**src/hw/rtl/esd_pkg.sv**
```systemverilog
`timescale 1ns / 1ps
`default_nettype none

package esd_pkg;

  // Accumulator width and octal run length
  localparam int VALUE_BITS       = 16;
  localparam int MAX_OCTAL_DIGITS = 3;
  localparam bit OCT_ONE_DIGIT    = (MAX_OCTAL_DIGITS <= 1);

  // Result queue between decoder and output stage
  localparam int QDEPTH = 4;
  localparam int QAW    = $clog2(QDEPTH);

  // Character codes
  localparam logic [7:0] CH_BSLASH = 8'd92;
  localparam logic [7:0] CH_LOW_A  = 8'd97;
  localparam logic [7:0] CH_LOW_B  = 8'd98;
  localparam logic [7:0] CH_LOW_E  = 8'd101;
  localparam logic [7:0] CH_LOW_F  = 8'd102;
  localparam logic [7:0] CH_LOW_N  = 8'd110;
  localparam logic [7:0] CH_LOW_R  = 8'd114;
  localparam logic [7:0] CH_LOW_T  = 8'd116;
  localparam logic [7:0] CH_LOW_V  = 8'd118;
  localparam logic [7:0] CH_LOW_X  = 8'd120;
  localparam logic [7:0] CH_UP_X   = 8'd88;
  localparam logic [7:0] CH_CARET  = 8'd94;
  localparam logic [7:0] CH_ZERO   = 8'd48;
  localparam logic [7:0] CH_SEVEN  = 8'd55;
  localparam logic [7:0] CH_NINE   = 8'd57;
  localparam logic [7:0] CH_UP_A   = 8'd65;
  localparam logic [7:0] CH_UP_F   = 8'd70;
  localparam logic [7:0] CH_LOW_Z  = 8'd122;
  localparam logic [7:0] CH_TILDE  = 8'd126;
  localparam logic [7:0] CASE_GAP  = 8'd32;
  localparam logic [7:0] CARET_OFS = 8'd64;

  // Control codes produced by letter escapes
  localparam logic [15:0] CC_BEL = 16'd7;
  localparam logic [15:0] CC_BS  = 16'd8;
  localparam logic [15:0] CC_ESC = 16'd27;
  localparam logic [15:0] CC_FF  = 16'd12;
  localparam logic [15:0] CC_LF  = 16'd10;
  localparam logic [15:0] CC_CR  = 16'd13;
  localparam logic [15:0] CC_TAB = 16'd9;
  localparam logic [15:0] CC_VT  = 16'd11;
  localparam logic [15:0] CC_CARET_END = 16'd192;

  // One queue entry: the one or two results caused by one input byte
  typedef struct packed {
    logic        two;
    logic [15:0] v0;
    logic [15:0] v1;
  } q_entry_t;

  // Queue status seen by the output stage
  typedef struct packed {
    logic     empty;
    q_entry_t head;
  } q_stat_t;

  // Widen or cut an accumulator value to the 16-bit result
  function automatic logic [15:0] to_char(input logic [VALUE_BITS-1:0] acc);
    logic [31:0] t;
    t = 32'(acc);
    return t[15:0];
  endfunction

endpackage

`default_nettype wire

```
**src/hw/rtl/esd_front.sv**
```systemverilog
`timescale 1ns / 1ps
`default_nettype none

module esd_front import esd_pkg::*; (
  input  wire logic       clk,
  input  wire logic       rst_n,
  input  wire logic [7:0] in_text_byte,
  input  wire logic       in_end_mark,
  input  wire logic       push,
  output logic            full,
  input  wire logic       q_full,
  output logic            q_wr,
  output q_entry_t        q_wdata
);

  typedef enum logic [4:0] {
    M_TEXT  = 5'b00001,
    M_ESC   = 5'b00010,
    M_HEX   = 5'b00100,
    M_CARET = 5'b01000,
    M_OCT   = 5'b10000
  } mode_t;

  mode_t                 mode_r, mode_nxt;
  logic [VALUE_BITS-1:0] acc_r, acc_nxt;
  logic [1:0]            cnt_r, cnt_nxt;

  logic                  accept;
  logic [7:0]            b;
  logic                  is_oct;
  logic                  is_hex;
  logic [3:0]            hex_d;
  logic [VALUE_BITS-1:0] acc_hex;
  logic [VALUE_BITS-1:0] acc_oct;
  logic [1:0]            cnt_inc;
  logic [7:0]            up_b;
  logic [7:0]            caret_v;
  logic [1:0]            nres;
  logic [15:0]           r0, r1;

  assign accept = push && !q_full;
  assign full   = q_full;
  assign b      = in_text_byte;

  // Classify the byte
  assign is_oct = (b >= CH_ZERO) && (b <= CH_SEVEN);
  always_comb begin
    is_hex = 1'b1;
    hex_d  = b[3:0];
    if ((b >= CH_ZERO) && (b <= CH_NINE)) begin
      hex_d = b[3:0];
    end else if (((b >= CH_LOW_A) && (b <= CH_LOW_F)) ||
                 ((b >= CH_UP_A) && (b <= CH_UP_F))) begin
      hex_d = b[3:0] + 4'd9;
    end else begin
      is_hex = 1'b0;
    end
  end

  assign acc_hex = {acc_r[VALUE_BITS-5:0], hex_d};
  assign acc_oct = {acc_r[VALUE_BITS-4:0], b[2:0]};
  assign cnt_inc = cnt_r + 2'd1;
  assign up_b    = ((b >= CH_LOW_A) && (b <= CH_LOW_Z)) ? (b - CASE_GAP) : b;
  assign caret_v = up_b - CARET_OFS;

  // Work out the next mode and the results of this byte
  always_comb begin
    mode_nxt = mode_r;
    acc_nxt  = acc_r;
    cnt_nxt  = cnt_r;
    nres     = 2'd0;
    r0       = 16'd0;
    r1       = 16'd0;
    if (in_end_mark) begin
      mode_nxt = M_TEXT;
      acc_nxt  = '0;
      cnt_nxt  = 2'd0;
      case (mode_r)
        M_ESC: begin
          nres = 2'd1;
          r0   = {8'd0, CH_BSLASH};
        end
        M_HEX, M_OCT: begin
          nres = 2'd1;
          r0   = to_char(acc_r);
        end
        M_CARET: begin
          nres = 2'd1;
          r0   = CC_CARET_END;
        end
        default: ;
      endcase
    end else begin
      case (mode_r)
        M_ESC: begin
          mode_nxt = M_TEXT;
          acc_nxt  = '0;
          cnt_nxt  = 2'd0;
          nres     = 2'd1;
          case (b)
            CH_LOW_A: r0 = CC_BEL;
            CH_LOW_B: r0 = CC_BS;
            CH_LOW_E: r0 = CC_ESC;
            CH_LOW_F: r0 = CC_FF;
            CH_LOW_N: r0 = CC_LF;
            CH_LOW_R: r0 = CC_CR;
            CH_LOW_T: r0 = CC_TAB;
            CH_LOW_V: r0 = CC_VT;
            CH_LOW_X, CH_UP_X: begin
              nres     = 2'd0;
              mode_nxt = M_HEX;
            end
            CH_CARET: begin
              nres     = 2'd0;
              mode_nxt = M_CARET;
            end
            default: begin
              if ((b == 8'd0) || (b > CH_TILDE)) begin
                // emit the backslash, then the byte as plain text
                nres = 2'd2;
                r0   = {8'd0, CH_BSLASH};
                r1   = {8'd0, b};
              end else if (is_oct) begin
                if (OCT_ONE_DIGIT) begin
                  r0 = {13'd0, b[2:0]};
                end else begin
                  nres     = 2'd0;
                  mode_nxt = M_OCT;
                  acc_nxt  = VALUE_BITS'(b[2:0]);
                  cnt_nxt  = 2'd1;
                end
              end else begin
                r0 = {8'd0, b};
              end
            end
          endcase
        end
        M_HEX, M_OCT: begin
          if ((mode_r == M_HEX) && is_hex) begin
            acc_nxt = acc_hex;
          end else if ((mode_r == M_OCT) && is_oct) begin
            if (cnt_inc >= 2'(MAX_OCTAL_DIGITS)) begin
              nres     = 2'd1;
              r0       = to_char(acc_oct);
              mode_nxt = M_TEXT;
              acc_nxt  = '0;
              cnt_nxt  = 2'd0;
            end else begin
              acc_nxt = acc_oct;
              cnt_nxt = cnt_inc;
            end
          end else begin
            // close the run, then take the byte afresh
            r0      = to_char(acc_r);
            acc_nxt = '0;
            cnt_nxt = 2'd0;
            if (b == CH_BSLASH) begin
              nres     = 2'd1;
              mode_nxt = M_ESC;
            end else begin
              nres     = 2'd2;
              r1       = {8'd0, b};
              mode_nxt = M_TEXT;
            end
          end
        end
        M_CARET: begin
          nres     = 2'd1;
          r0       = {8'd0, caret_v};
          mode_nxt = M_TEXT;
          acc_nxt  = '0;
          cnt_nxt  = 2'd0;
        end
        default: begin
          acc_nxt = '0;
          cnt_nxt = 2'd0;
          if (b == CH_BSLASH) begin
            mode_nxt = M_ESC;
          end else begin
            mode_nxt = M_TEXT;
            nres     = 2'd1;
            r0       = {8'd0, b};
          end
        end
      endcase
    end
  end

  // Push a request only when the byte gives results
  assign q_wr       = accept && (nres != 2'd0);
  assign q_wdata.two = (nres == 2'd2);
  assign q_wdata.v0  = r0;
  assign q_wdata.v1  = r1;

  // Advance decoder state on each accepted byte
  always_ff @(posedge clk) begin
    if (!rst_n) begin
      mode_r <= M_TEXT;
      acc_r  <= '0;
      cnt_r  <= 2'd0;
    end else if (accept) begin
      mode_r <= mode_nxt;
      acc_r  <= acc_nxt;
      cnt_r  <= cnt_nxt;
    end
  end

endmodule

`default_nettype wire

```
**src/hw/rtl/esd_queue.sv**
```systemverilog
`timescale 1ns / 1ps
`default_nettype none

module esd_queue import esd_pkg::*; (
  input  wire logic     clk,
  input  wire logic     rst_n,
  input  wire logic     wr,
  input  q_entry_t      wdata,
  output logic          q_full,
  input  wire logic     rd,
  output q_stat_t       stat
);

  q_entry_t       mem_r [QDEPTH];
  logic [QAW-1:0] wp_r, rp_r;
  logic [QAW:0]   cnt_r;
  logic           do_wr, do_rd;

  assign q_full     = (cnt_r == (QAW+1)'(QDEPTH));
  assign stat.empty = (cnt_r == '0);
  assign stat.head  = mem_r[rp_r];
  assign do_wr      = wr && !q_full;
  assign do_rd      = rd && !stat.empty;

  // Store pushed requests
  always_ff @(posedge clk) begin
    if (do_wr) begin
      mem_r[wp_r] <= wdata;
    end
  end

  // Advance pointers and fill count
  always_ff @(posedge clk) begin
    if (!rst_n) begin
      wp_r  <= '0;
      rp_r  <= '0;
      cnt_r <= '0;
    end else begin
      if (do_wr) begin
        wp_r <= wp_r + 1'b1;
      end
      if (do_rd) begin
        rp_r <= rp_r + 1'b1;
      end
      if (do_wr && !do_rd) begin
        cnt_r <= cnt_r + 1'b1;
      end else if (do_rd && !do_wr) begin
        cnt_r <= cnt_r - 1'b1;
      end
    end
  end

endmodule

`default_nettype wire

```
**src/hw/rtl/esd_back.sv**
```systemverilog
`timescale 1ns / 1ps
`default_nettype none

module esd_back import esd_pkg::*; (
  input  wire logic   clk,
  input  wire logic   rst_n,
  input  q_stat_t     stat,
  output logic        rd,
  output logic [15:0] out_char_value,
  output logic        out_last_of_run,
  output logic        empty,
  input  wire logic   pop
);

  logic        vld_r;
  logic        ph_r, ph_nxt;
  logic [15:0] val_r;
  logic        last_r;
  logic        load;
  logic        last_nxt;

  assign empty           = !vld_r;
  assign out_char_value  = val_r;
  assign out_last_of_run = last_r;

  // Load the output register when it is free or being taken
  assign load     = (!vld_r || pop) && !stat.empty;
  assign last_nxt = ph_r || !stat.head.two;
  assign rd       = load && last_nxt;
  assign ph_nxt   = load ? !last_nxt : ph_r;

  always_ff @(posedge clk) begin
    if (load) begin
      val_r  <= ph_r ? stat.head.v1 : stat.head.v0;
      last_r <= last_nxt;
    end
  end

  always_ff @(posedge clk) begin
    if (!rst_n) begin
      vld_r <= 1'b0;
      ph_r  <= 1'b0;
    end else begin
      ph_r <= ph_nxt;
      if (load) begin
        vld_r <= 1'b1;
      end else if (pop) begin
        vld_r <= 1'b0;
      end
    end
  end

endmodule

`default_nettype wire

```
**src/hw/rtl/escape_sequence_decoder_unit.sv**
```systemverilog
// Escape sequence decoder: turns string-literal text into character values.
// Input queue side: present in_text_byte / in_end_mark with push; a byte is
// taken at a clock edge where push is high and full is low. in_end_mark
// closes the string and flushes any open escape.
// Result queue side: while empty is low, out_char_value and out_last_of_run
// show the oldest result; pop high at a clock edge takes it.
// Each byte gives zero, one or two results; out_last_of_run marks the last.
// A result passes through the four-entry result queue and the output register:
// the decoder writes the queue at the edge where its byte is taken, and the
// output register loads from the queue at a later edge once it is free.
// The unit takes one byte per cycle while full is low; the output register
// delivers one result a cycle while the receiver pops, so a byte with two
// results holds it for both, and the queue absorbs the difference.
// When the receiver stalls, results wait in the output register and queue;
// full rises once the queue holds four entries and drops as results leave.
// Reset (rst_n low, synchronous) returns the decoder to plain text mode and
// empties the queue and output register.
`timescale 1ns / 1ps
`default_nettype none

module escape_sequence_decoder_unit import esd_pkg::*; (
  input  wire logic        clk,
  input  wire logic        rst_n,
  input  wire logic [7:0]  in_text_byte,
  input  wire logic        in_end_mark,
  input  wire logic        push,
  output logic             full,
  output logic [15:0]      out_char_value,
  output logic             out_last_of_run,
  output logic             empty,
  input  wire logic        pop
);

  logic     q_full;
  logic     q_wr;
  q_entry_t q_wdata;
  logic     q_rd;
  q_stat_t  q_stat;

  esd_front u_front (
    .clk          (clk),
    .rst_n        (rst_n),
    .in_text_byte (in_text_byte),
    .in_end_mark  (in_end_mark),
    .push         (push),
    .full         (full),
    .q_full       (q_full),
    .q_wr         (q_wr),
    .q_wdata      (q_wdata)
  );

  esd_queue u_queue (
    .clk    (clk),
    .rst_n  (rst_n),
    .wr     (q_wr),
    .wdata  (q_wdata),
    .q_full (q_full),
    .rd     (q_rd),
    .stat   (q_stat)
  );

  esd_back u_back (
    .clk             (clk),
    .rst_n           (rst_n),
    .stat            (q_stat),
    .rd              (q_rd),
    .out_char_value  (out_char_value),
    .out_last_of_run (out_last_of_run),
    .empty           (empty),
    .pop             (pop)
  );

endmodule

`default_nettype wire

```
**config.mk**
```make
export PLATFORM = sky130hd
export DESIGN_NAME = escape_sequence_decoder_unit
export DESIGN_NICKNAME = d
export VERILOG_FILES = /design/src/hw/rtl/esd_pkg.sv /design/src/hw/rtl/esd_front.sv /design/src/hw/rtl/esd_queue.sv /design/src/hw/rtl/esd_back.sv /design/src/hw/rtl/escape_sequence_decoder_unit.sv
export SDC_FILE = /design/constraint.sdc
export NUM_CORES = 1
export LEC_CHECK = 0
export ABC_AREA = 1
export BUFFER_PORTS_ARGS = -buffer_cell sky130_fd_sc_hd__buf_2
export CAP_MARGIN = 25
export CORE_UTILIZATION = 55
export DETAILED_ROUTE_END_ITERATION = 16
export PLACE_DENSITY = 0.72
export SLEW_MARGIN = 25
export SYNTH_ARGS = -nofsm -noshare
export SYNTH_HDL_FRONTEND = slang
export SYNTH_HIERARCHICAL = 1
export SYNTH_SLANG_ARGS = --single-unit
export TNS_END_PERCENT = 50
```
**constraint.sdc**
```tcl
create_clock -name clk -period 6.4 [get_ports clk]
set_input_delay 1.28 -clock clk [delete_from_list [all_inputs] [get_ports clk]]
set_output_delay 1.28 -clock clk [all_outputs]
set_load 0.05 [all_outputs]
```
==> results.sh, run 1 <==
export IMPL_r2r_end="u_queue/cnt_r[2]"
export IMPL_antenna_found_initial=0
export IMPL_status="finished clean"
export IMPL_fmax_mhz=230
export IMPL_critPathMaxFanout=10
export IMPL_synthesis_area_um2=9240
export IMPL_area_growth_pct=8.64
export IMPL_drt_drc_violations_left=0
export IMPL_r2r_cells=19
export IMPL_die_h_um=132
export IMPL_dp_hpwl_um=13400
export IMPL_root_buffer="clkbuf_16"
export IMPL_grt_pass1_vias=6597
export IMPL_netlist_top_cell_by_area="edfxtp_1"
export IMPL_leakagePower_uw=0.00394
export IMPL_cts_setup_buffers=0
export IMPL_hold_buffers=0
export IMPL_whs_ps=486
export IMPL_portBuffers=31
export IMPL_hold_viol=0
export IMPL_area_sequential_um2=5160
export IMPL_min_to="u_front/acc_r[0]"
export IMPL_clk_path_buf_depth=2
export IMPL_cts_resized=0
export IMPL_vias=6960
export IMPL_yosysWarningCount=6
export IMPL_ff2ff_setup_slack_ps=2760
export IMPL_viasPerCell=5.59
export IMPL_synth_edf_count=149
export IMPL_avgSynthCellArea_um2=9.23
export IMPL_rows=47
export IMPL_stdcell_count=1246
export IMPL_synth_top_area_share=0.484
export IMPL_multi_input_area_um2=3380
export IMPL_setup_viol=0
export IMPL_ys_async_sr_fraction=0
export IMPL_start_kind="primary input"
export IMPL_drtPass1Iterations=5
export IMPL_synthCells=1001
export IMPL_clock_sinks=183
export IMPL_cp_arrival_ps=4660
export IMPL_maxCapViolCount=0
export IMPL_fin_nets=1040
export IMPL_core_area_um2=16500
export IMPL_htreeDepth=4
export IMPL_stdcell_area_um2=10000
export IMPL_yosysMostFrequentCell="nand2_1"
export IMPL_dp_cells=1215
export IMPL_hold_depth=2
export IMPL_drive_gt1_frac=0.124
export IMPL_grt_max_degree=68
export IMPL_slew_limit_headroom=0.360
export IMPL_start_util=0.561
export IMPL_synth_seq_cells=183
export IMPL_cellPowerDensity_nw_per_um2=363
export IMPL_clkLatencyLatePin_ps=430
export IMPL_io_pins=32
export IMPL_grt_usage=0.246
export IMPL_hold_start="u_front/acc_r[0]"
export IMPL_critical_path_class="in -> reg"
export IMPL_synthTopCellsByCount="219 x nand2_1, 149 x edfxtp_1, 123 x nor2_1"
export IMPL_detail_route_antenna_nets=0
export IMPL_cts_tree="yes"
export IMPL_grt_overflow=0
export IMPL_numCtsBuffers=17
export IMPL_routed_wirelength_um=20600
export IMPL_synthFlopType="edfxtp_1"
export IMPL_irDropWorstVdd_v=0.000271
export IMPL_place_congestion=0.941
export IMPL_fillers=1406
export IMPL_wl_per_cell_um=16.6
export IMPL_worst_slew_pin_transition_ps=958
export IMPL_path_clk_slew_ps=70
export IMPL_die_area_um2=17300
export IMPL_hp_class="reg -> reg"
export IMPL_seq_area_frac_synth=0.558
export IMPL_fin_skew_ps=9.03
export IMPL_fp_dieW_um=132
export IMPL_setup_tns_final_ps=0
export IMPL_post_route_period_util=0.678
export IMPL_final_util=0.610
export IMPL_final_max_slew_viol_count=0
export IMPL_cp_end_kind="register"
export IMPL_drtIter0Drc=708
export IMPL_r2r_start="u_front/mode_r[4]"
export IMPL_synth_area_top_cells="edfxtp_1 48%, nand2_1 8.9%, dfxtp_1 7.4%, nor2_1 5.0%, o21ai_0 4.3%"
export IMPL_yosysUniqueCellTypes=45
export IMPL_grt_first_pass_wirelength_um=33500
export IMPL_placed_cell_area_um2=9410
export IMPL_n_antenna_cell=0
export IMPL_rsz0062_at_grt="false"
export IMPL_min_period_ps=4340
export IMPL_required_ps=6720
## layer usage
metal	share of wire	track usage	routed length, µm	vias to the layer above
met5	0	0	0	-
met4	0.020	0.0924	403	0
met3	0.054	0.0378	1120	31
met2	0.49	0.407	10100	239
met1	0.44	0.327	9010	3266
li1	-	-	-	3424
## sequential cells by signal (all words and copies together), names as in the netlist, named ones only
signal,cells
u_queue/mem_r,132
u_back/out_char_value,16
u_front/acc_r,16
u_front/mode_r,5
u_queue/cnt_r,3
u_front/cnt_r,2
u_queue/rp_r,2
u_queue/wp_r,2
u_back/out_last_of_run,1
u_back/ph_r,1
u_back/vld_r,1
## worst max-delay path, cell delays in order
cell     delay [ps]
buf_2           200
inv_1           180
ha_1            250
inv_1           100
nand2_1          70
nor2_1          170
nor2_4           70
nand2_4          90
nand2_2          70
nand2_2          70
nand4_1          80
nand2_1         100
nand2_1          80
a21oi_1         360
nand2_1         340
inv_1           190
ha_1            190
inv_1            70
fa_1            380
inv_1            60
nand2_1          40
nand3_1          80
nand2_1          60
nand2_1          50
nor2_1           40
## area by class of cell
class | count | area share
Clock buffer | 17 | 0.0424
Multi-Input combinational cell | 674 | 0.337
Inverter | 98 | 0.0374
Clock inverter | 14 | 0.0198
Tap cell | 220 | 0.0274
Timing Repair Buffer | 40 | 0.0222
Sequential cell | 183 | 0.514
## worst max path at each step
| stage | cells past startpoint | slack [ps] | to | startpoint |
|---|---|---|---|---|
| after CTS | 25 | 2120 | u_queue/cnt_r[2] | in_text_byte[1] |
| after detailed placement | 25 | 1690 | u_queue/cnt_r[2] | in_text_byte[1] |
| after global routing | 24 | 1780 | u_queue/cnt_r[2] | in_text_byte[1] |
| after global placement | 25 | 1760 | u_queue/cnt_r[2] | in_text_byte[1] |
| final | 25 | 2060 | u_queue/cnt_r[2] | in_text_byte[1] |
| after floorplan | 17 | 1560 | u_queue/mem_r[0][0] | in_text_byte[1] |
## power by group
group / switching [µW] / total, µW / internal [µW] / leakage [µW]
logic: 760 / 1000 / 241 / 0.00198
registers: 61.5 / 1540 / 1480 / 0.00166
clock network: 443 / 1100 / 656 / 0.000299
total: 1260 / 3640 / 2380 / 0.00394
## stage by stage
step           worst slack, ps  power, µW
3_3_place_gp              1760       2560
2_1_floorplan             1560       2380
6_report                  2060       3640
5_1_grt                   1780       3820
4_1_cts                   2120       3660
3_5_place_dp              1690       2570
## cells in the final DEF, fill, tap and decap left out, drive strengths merged, types with 13 or more instances in the layout
cell	Yosys	final
o211ai	13	13
edfxtp	149	149
clkbuf	11	17
dfxtp	34	34
buf	42	40
inv	97	100
o22ai	42	42
nand2	233	233
nand3	55	55
o21ai	109	109
a21oi	33	33
nor2	132	132
nand4	17	17
## kinds of logic after synthesis
kind of cell             synth area share
XOR/XNOR                          0.00190
buffers and inverters              0.0819
AO/OA/AOI/OAI                       0.127
AND/OR/NAND/NOR                     0.213
other                            0.000406
adder cells (fa/ha/maj)            0.0184
flip-flops                          0.558
No activity file was read; power rests on OpenSTA's default activity.
==> run 2, diff against run 1 <==
==> constraint.sdc (replaced) <==
create_clock -name clk -period 4.3 [get_ports clk]
set_input_delay 0.86 -clock clk [delete_from_list [all_inputs] [get_ports clk]]
set_output_delay 0.86 -clock clk [all_outputs]
set_load 0.05 [all_outputs]
==> run 2 against run 1 <==
Compared with the run above:
- via count increased by 0.96%
- combinational power grew 50%
- flip-flop and latch count unchanged
- cell count increased by 0.56%
- sequential power is 50% higher
- non-clock buffer count is 6 higher
- largest power group unchanged
- count of clock-buffer cells in the layout rose by 4
- critical path depth is 1 lower
- clock skew rose by 1.5 ps
- sequential share of layout area is essentially flat
==> results.sh, run 2 (synthesized netlist as in run 1, its figures left out) <==
export IMPL_cp_end_kind="register"
export IMPL_largest_reg_flops=132
export IMPL_grt_usage=0.245
export IMPL_cts_tree="yes"
export IMPL_rsz0062_at_grt="false"
export IMPL_hold_depth=2
export IMPL_routed_wirelength_um=20300
export IMPL_dp_hpwl_um=13200
export IMPL_swShare=0.355
export IMPL_hold_viol=0
export IMPL_setup_viol=0
export IMPL_final_cell_mix="219 x nand2_1, 149 x edfxtp_1, 119 x nor2_1"
export IMPL_ff2ff_setup_slack_ps=1010
export IMPL_antenna_found_initial=0
export IMPL_critPathMaxFanout=8
export IMPL_rows=47
export IMPL_min_period_ps=3500
export IMPL_fp_dieW_um=132
export IMPL_io_pins=32
export IMPL_detail_route_antenna_nets=0
export IMPL_wl_per_cell_um=16.2
export IMPL_drtIter0Drc=586
export IMPL_leakagePower_uw=0.00394
export IMPL_intPower_uw=3380
export IMPL_final_util=0.610
export IMPL_grt_overflow=0
export IMPL_fmax_mhz=286
export IMPL_layout_commonest_cell="nand2_1"
export IMPL_placed_cell_area_um2=9510
export IMPL_grt_first_pass_wirelength_um=33000
export IMPL_die_h_um=132
export IMPL_path_clk_slew_ps=70
export IMPL_cts_resized=0
export IMPL_critical_path_class="in -> reg"
export IMPL_viasPerCell=5.61
export IMPL_dp_cells=1221
export IMPL_numCtsBuffers=17
export IMPL_start_kind="primary input"
export IMPL_final_max_slew_viol_count=0
export IMPL_regMostFlops="u_queue/mem_r"
export IMPL_seq_power_share=0.441
export IMPL_combPwrFrac=0.286
export IMPL_fin_skew_ps=10.5
export IMPL_core_area_um2=16500
export IMPL_r2r_cells=19
export IMPL_grt_pass1_vias=6597
export IMPL_post_route_period_util=0.814
export IMPL_start_util=0.561
export IMPL_maxCapViolCount=0
export IMPL_cp_arrival_ps=3820
export IMPL_drt_drc_violations_left=0
export IMPL_root_buffer="clkbuf_16"
export IMPL_htreeDepth=4
export IMPL_die_area_um2=17300
export IMPL_clkLatencyLatePin_ps=430
export IMPL_place_congestion=0.931
export IMPL_stdcell_area_um2=10000
export IMPL_grt_max_degree=65
export IMPL_fin_nets=1046
export IMPL_vias=7027
export IMPL_cellPowerDensity_nw_per_um2=522
export IMPL_hold_buffers=0
export IMPL_pwr_share_clk=0.273
export IMPL_drive_gt1_frac=0.125
export IMPL_power_switching_uw=1860
export IMPL_cts_setup_buffers=0
export IMPL_clk_path_buf_depth=2
export IMPL_irDropWorstVdd_v=0.000325
export IMPL_drtPass1Iterations=6
export IMPL_stdcell_count=1253
export IMPL_clock_sinks=183
export IMPL_slew_limit_headroom=0.413
export IMPL_portBuffers=31
export IMPL_area_growth_pct=8.73
export IMPL_n_antenna_cell=0
export IMPL_hp_class="reg -> reg"
export IMPL_status="finished clean"
export IMPL_worst_slew_pin_transition_ps=875
export IMPL_required_ps=4620
## run 2: final timing paths
kind                          start                 to
setup reg to reg  u_front/mode_r[4]   u_queue/cnt_r[2]
hold reg to reg   u_front/acc_r[12]  u_front/acc_r[12]
setup / recovery    in_text_byte[0]   u_queue/cnt_r[2]
hold / removal    u_front/acc_r[12]  u_front/acc_r[12]
## run 2: power groups by stage
| stage | registers (µW) | clock network, µW | logic, µW |
|---|---|---|---|
| 4_1_cts | 2320 | 1450 | 1510 |
| 3_5_place_dp | 2350 | 0 | 1510 |
| 6_report | 2310 | 1430 | 1500 |
| 2_1_floorplan | 2610 | 0 | 935 |
| 3_3_place_gp | 2350 | 0 | 1490 |
| 5_1_grt | 2340 | 1530 | 1650 |
## run 2: metal layers
layer / track usage / vias up / routed length [µm]
li1: - / 3442 / -
met1: 0.316 / 3296 / 8940
met2: 0.410 / 249 / 9820
met3: 0.0498 / 40 / 1190
met4: 0.0853 / 0 / 382
met5: 0 / - / 0
## run 2: critical path, cell delays in order
cell and delay (ps):
buf_2 140, inv_1 240, ha_1 300, nand2_1 90, nor2_1 170, nor2_4 70
nand2_4 90, nand2_2 60, nand2_2 60, nand4_1 70, nand2_1 100, nand2_1 80
a21oi_1 310, nand2_1 130, inv_1 110, ha_1 170, inv_1 70, fa_1 380
inv_1 60, nand2_1 40, nand3_1 70, nand2_1 50, nand2_1 50, nor2_1 30
## run 2: cell type report
class / count / area [µm²]
fill: 1459 / 6420
sequential: 183 / 5160
multi-input combinational: 674 / 3380
clock buffer: 21 / 440
inverter: 98 / 375
timing repair buffer: 46 / 318
tap: 220 / 275
clock inverter: 11 / 97.6
## run 2: stage by stage
stage	setup TNS [ps]	worst slack [ps]	hold slack (ps)	power [µW]
2_1_floorplan	-15530	-118	457	3550
3_3_place_gp	0	444	469	3840
3_5_place_dp	0	361	465	3860
4_1_cts	0	816	477	5280
5_1_grt	0	514	499	5510
6_report	0	800	478	5250
==> run 3, diff against run 2 <==
--- a/config.mk
+++ b/config.mk
@@ -10,7 +10,7 @@
 export CAP_MARGIN = 25
 export CORE_UTILIZATION = 55
 export DETAILED_ROUTE_END_ITERATION = 16
-export PLACE_DENSITY = 0.72
+export PLACE_DENSITY = 0.75
 export SLEW_MARGIN = 25
 export SYNTH_ARGS = -nofsm -noshare
 export SYNTH_HDL_FRONTEND = slang
==> constraint.sdc (replaced) <==
create_clock -name clk -period 3.2 [get_ports clk]
set_input_delay 0.64 -clock clk [delete_from_list [all_inputs] [get_ports clk]]
set_output_delay 0.64 -clock clk [all_outputs]
set_load 0.05 [all_outputs]
==> run 3 against run 2 <==
Compared with the run above:
- non-clock buffer count is 37 higher
- clock skew is 1.8 ps lower
- global-route usage is 0.93 points higher
- clock power is 41% higher
- sequential share of layout area is 1.8 points lower
- wire length is 2.9% higher
- sequential power is 33% higher
- combinational power is 43% higher
- setup slack worse by 370 ps
- count of clock-buffer cells in the layout is 3 lower
- critical path depth stayed put
- design area is 3.6% higher
- critical endpoint unchanged
- largest power group unchanged
==> results.sh, run 3 (synthesized netlist as in run 1, its figures left out) <==
export IMPL_cts_setup_buffers=0
export IMPL_fin_skew_ps=8.74
export IMPL_fp_dieW_um=132
export IMPL_drive_gt1_frac=0.168
export IMPL_hold_buffers=0
export IMPL_path_clk_slew_ps=60
export IMPL_vias=7145
export IMPL_hp_class="reg -> reg"
export IMPL_dp_hpwl_um=13700
export IMPL_grt_first_pass_wirelength_um=34200
export IMPL_htreeDepth=4
export IMPL_critical_path_class="in -> reg"
export IMPL_grt_max_degree=65
export IMPL_largest_reg_flops=132
export IMPL_cp_arrival_ps=3090
export IMPL_critPathMaxFanout=5
export IMPL_status="finished clean"
export IMPL_irDropWorstVdd_v=0.000523
export IMPL_intPower_uw=4670
export IMPL_r2r_cells=15
export IMPL_hold_viol=0
export IMPL_slew_limit_headroom=0.491
export IMPL_regMostFlops="u_queue/mem_r"
export IMPL_start_kind="primary input"
export IMPL_die_h_um=132
export IMPL_critPathMostFrequentCell="nand2_1"
export IMPL_drtIter0Drc=769
export IMPL_fin_nets=1083
export IMPL_drt_drc_violations_left=0
export IMPL_clock_sinks=183
export IMPL_worst_slew_pin_transition_ps=762
export IMPL_pwr_share_clk=0.279
export IMPL_detail_route_antenna_nets=0
export IMPL_leakagePower_uw=0.00412
export IMPL_place_congestion=0.953
export IMPL_maxCapViolCount=0
export IMPL_required_ps=3520
export IMPL_viasPerCell=5.55
export IMPL_antenna_found_initial=0
export IMPL_slowest_stage="fa_2"
export IMPL_min_to="u_front/acc_r[13]"
export IMPL_ff2ff_setup_slack_ps=530
export IMPL_cp_end_kind="register"
export IMPL_wl_per_cell_um=16.2
export IMPL_setup_tns_final_ps=0
export IMPL_cts_tree="yes"
export IMPL_worstPathCellList="buf_2, inv_1, ha_4, nand2_1, nor2_2, nor2_4, nand2_4, nand2_2, nand2_2, nand4_1, nand2_1, nand2_1, a21oi_2, nand2_4, inv_2, ha_4, inv_1, fa_2, inv_1, nand2_1, nand3_1, nand2_1, nand2_1, nor2_1"
export IMPL_area_growth_pct=12.7
export IMPL_final_max_slew_viol_count=0
export IMPL_layout_commonest_cell="nand2_1"
export IMPL_rsz0062_at_grt="false"
export IMPL_post_route_period_util=0.864
export IMPL_clk_path_buf_depth=2
export IMPL_n_antenna_cell=0
export IMPL_setup_viol=0
export IMPL_cellPowerDensity_nw_per_um2=694
export IMPL_grt_overflow=0
export IMPL_combPwrFrac=0.296
export IMPL_portBuffers=31
export IMPL_start_util=0.561
export IMPL_numCtsBuffers=17
export IMPL_routed_wirelength_um=20900
export IMPL_swShare=0.353
export IMPL_min_period_ps=2770
export IMPL_root_buffer="clkbuf_16"
export IMPL_r2r_start="u_front/mode_r[1]"
export IMPL_hold_depth=2
export IMPL_cts_resized=0
export IMPL_final_cell_mix="218 x nand2_1, 149 x edfxtp_1, 118 x nor2_1"
export IMPL_power_switching_uw=2550
export IMPL_drtPass1Iterations=5
export IMPL_clkLatencyLatePin_ps=420
export IMPL_grt_usage=0.254
export IMPL_die_area_um2=17300
export IMPL_grt_pass1_vias=6820
export IMPL_rows=47
export IMPL_fmax_mhz=362
export IMPL_hold_start="u_front/acc_r[13]"
export IMPL_io_pins=32
export IMPL_fillers=1340
export IMPL_core_area_um2=16500
export IMPL_seq_power_share=0.425
export IMPL_slowest_delay_ps=340
export IMPL_power_uw=7230
export IMPL_r2r_end="u_queue/cnt_r[1]"
[run 3: power groups by stage]
| stage | Combinational [µW] | Clock, µW | Sequential (µW) |
|---|---|---|---|
| floorplan | 1300 | 0 | 3510 |
| global placement | 2090 | 0 | 3110 |
| detailed placement | 2130 | 0 | 3120 |
| CTS | 2140 | 2040 | 3070 |
| global route | 2340 | 2140 | 3100 |
| finish | 2140 | 2020 | 3070 |
[run 3: worst max-delay path, delay by kind of cell]
family	cells	cell delay [ps]
and+or+nand+nor	15	1050
adders and majority gates	3	660
buffers and inverters	5	480
AOI/OAI and AO/OA	1	250
[run 3: worst max path at each step]
stage	cells past startpoint	end	slack [ps]	start
2_1_floorplan	26	u_queue/cnt_r[2]	10	in_text_byte[1]
3_3_place_gp	24	u_queue/cnt_r[2]	30	in_text_byte[0]
3_5_place_dp	24	u_queue/cnt_r[2]	4	in_text_byte[0]
4_1_cts	24	u_queue/cnt_r[2]	450	in_text_byte[0]
5_1_grt	23	u_queue/cnt_r[2]	150	in_text_byte[6]
6_report	24	u_queue/cnt_r[2]	430	in_text_byte[0]
[run 3: through the flow]
stage | instance area [µm²] | utilization | hold WS [ps] | worst slack [ps] | std cells
floorplan | 9360 | - | 457 | 13.2 | 1008
finish | 10400 | 0.632 | 480 | 435 | 1288
CTS | 10400 | 0.632 | 479 | 450 | 1288
global placement | 9840 | 0.598 | 465 | 34.4 | 1258
global route | 10400 | 0.632 | 498 | 148 | 1288
detailed placement | 9840 | 0.598 | 468 | 4.33 | 1258
[run 3: layer usage]
layer  global-route usage  up-vias  part of all wire
met1                0.325     3353              0.42
met4                0.105        0             0.022
met2                0.431      242              0.50
met5                    0        -                 0
li1                     -     3507                 -
met3               0.0401       43             0.060
[run 3: cell type report]
class	count	area, µm²	share of cell area
multi-input cells	674	3440	0.330
well taps	220	275	0.0264
inverters	98	378	0.0363
clock inverters	12	141	0.0136
clock buffers	18	429	0.0412
repair buffers	83	596	0.0572
flip-flops and latches	183	5160	0.495
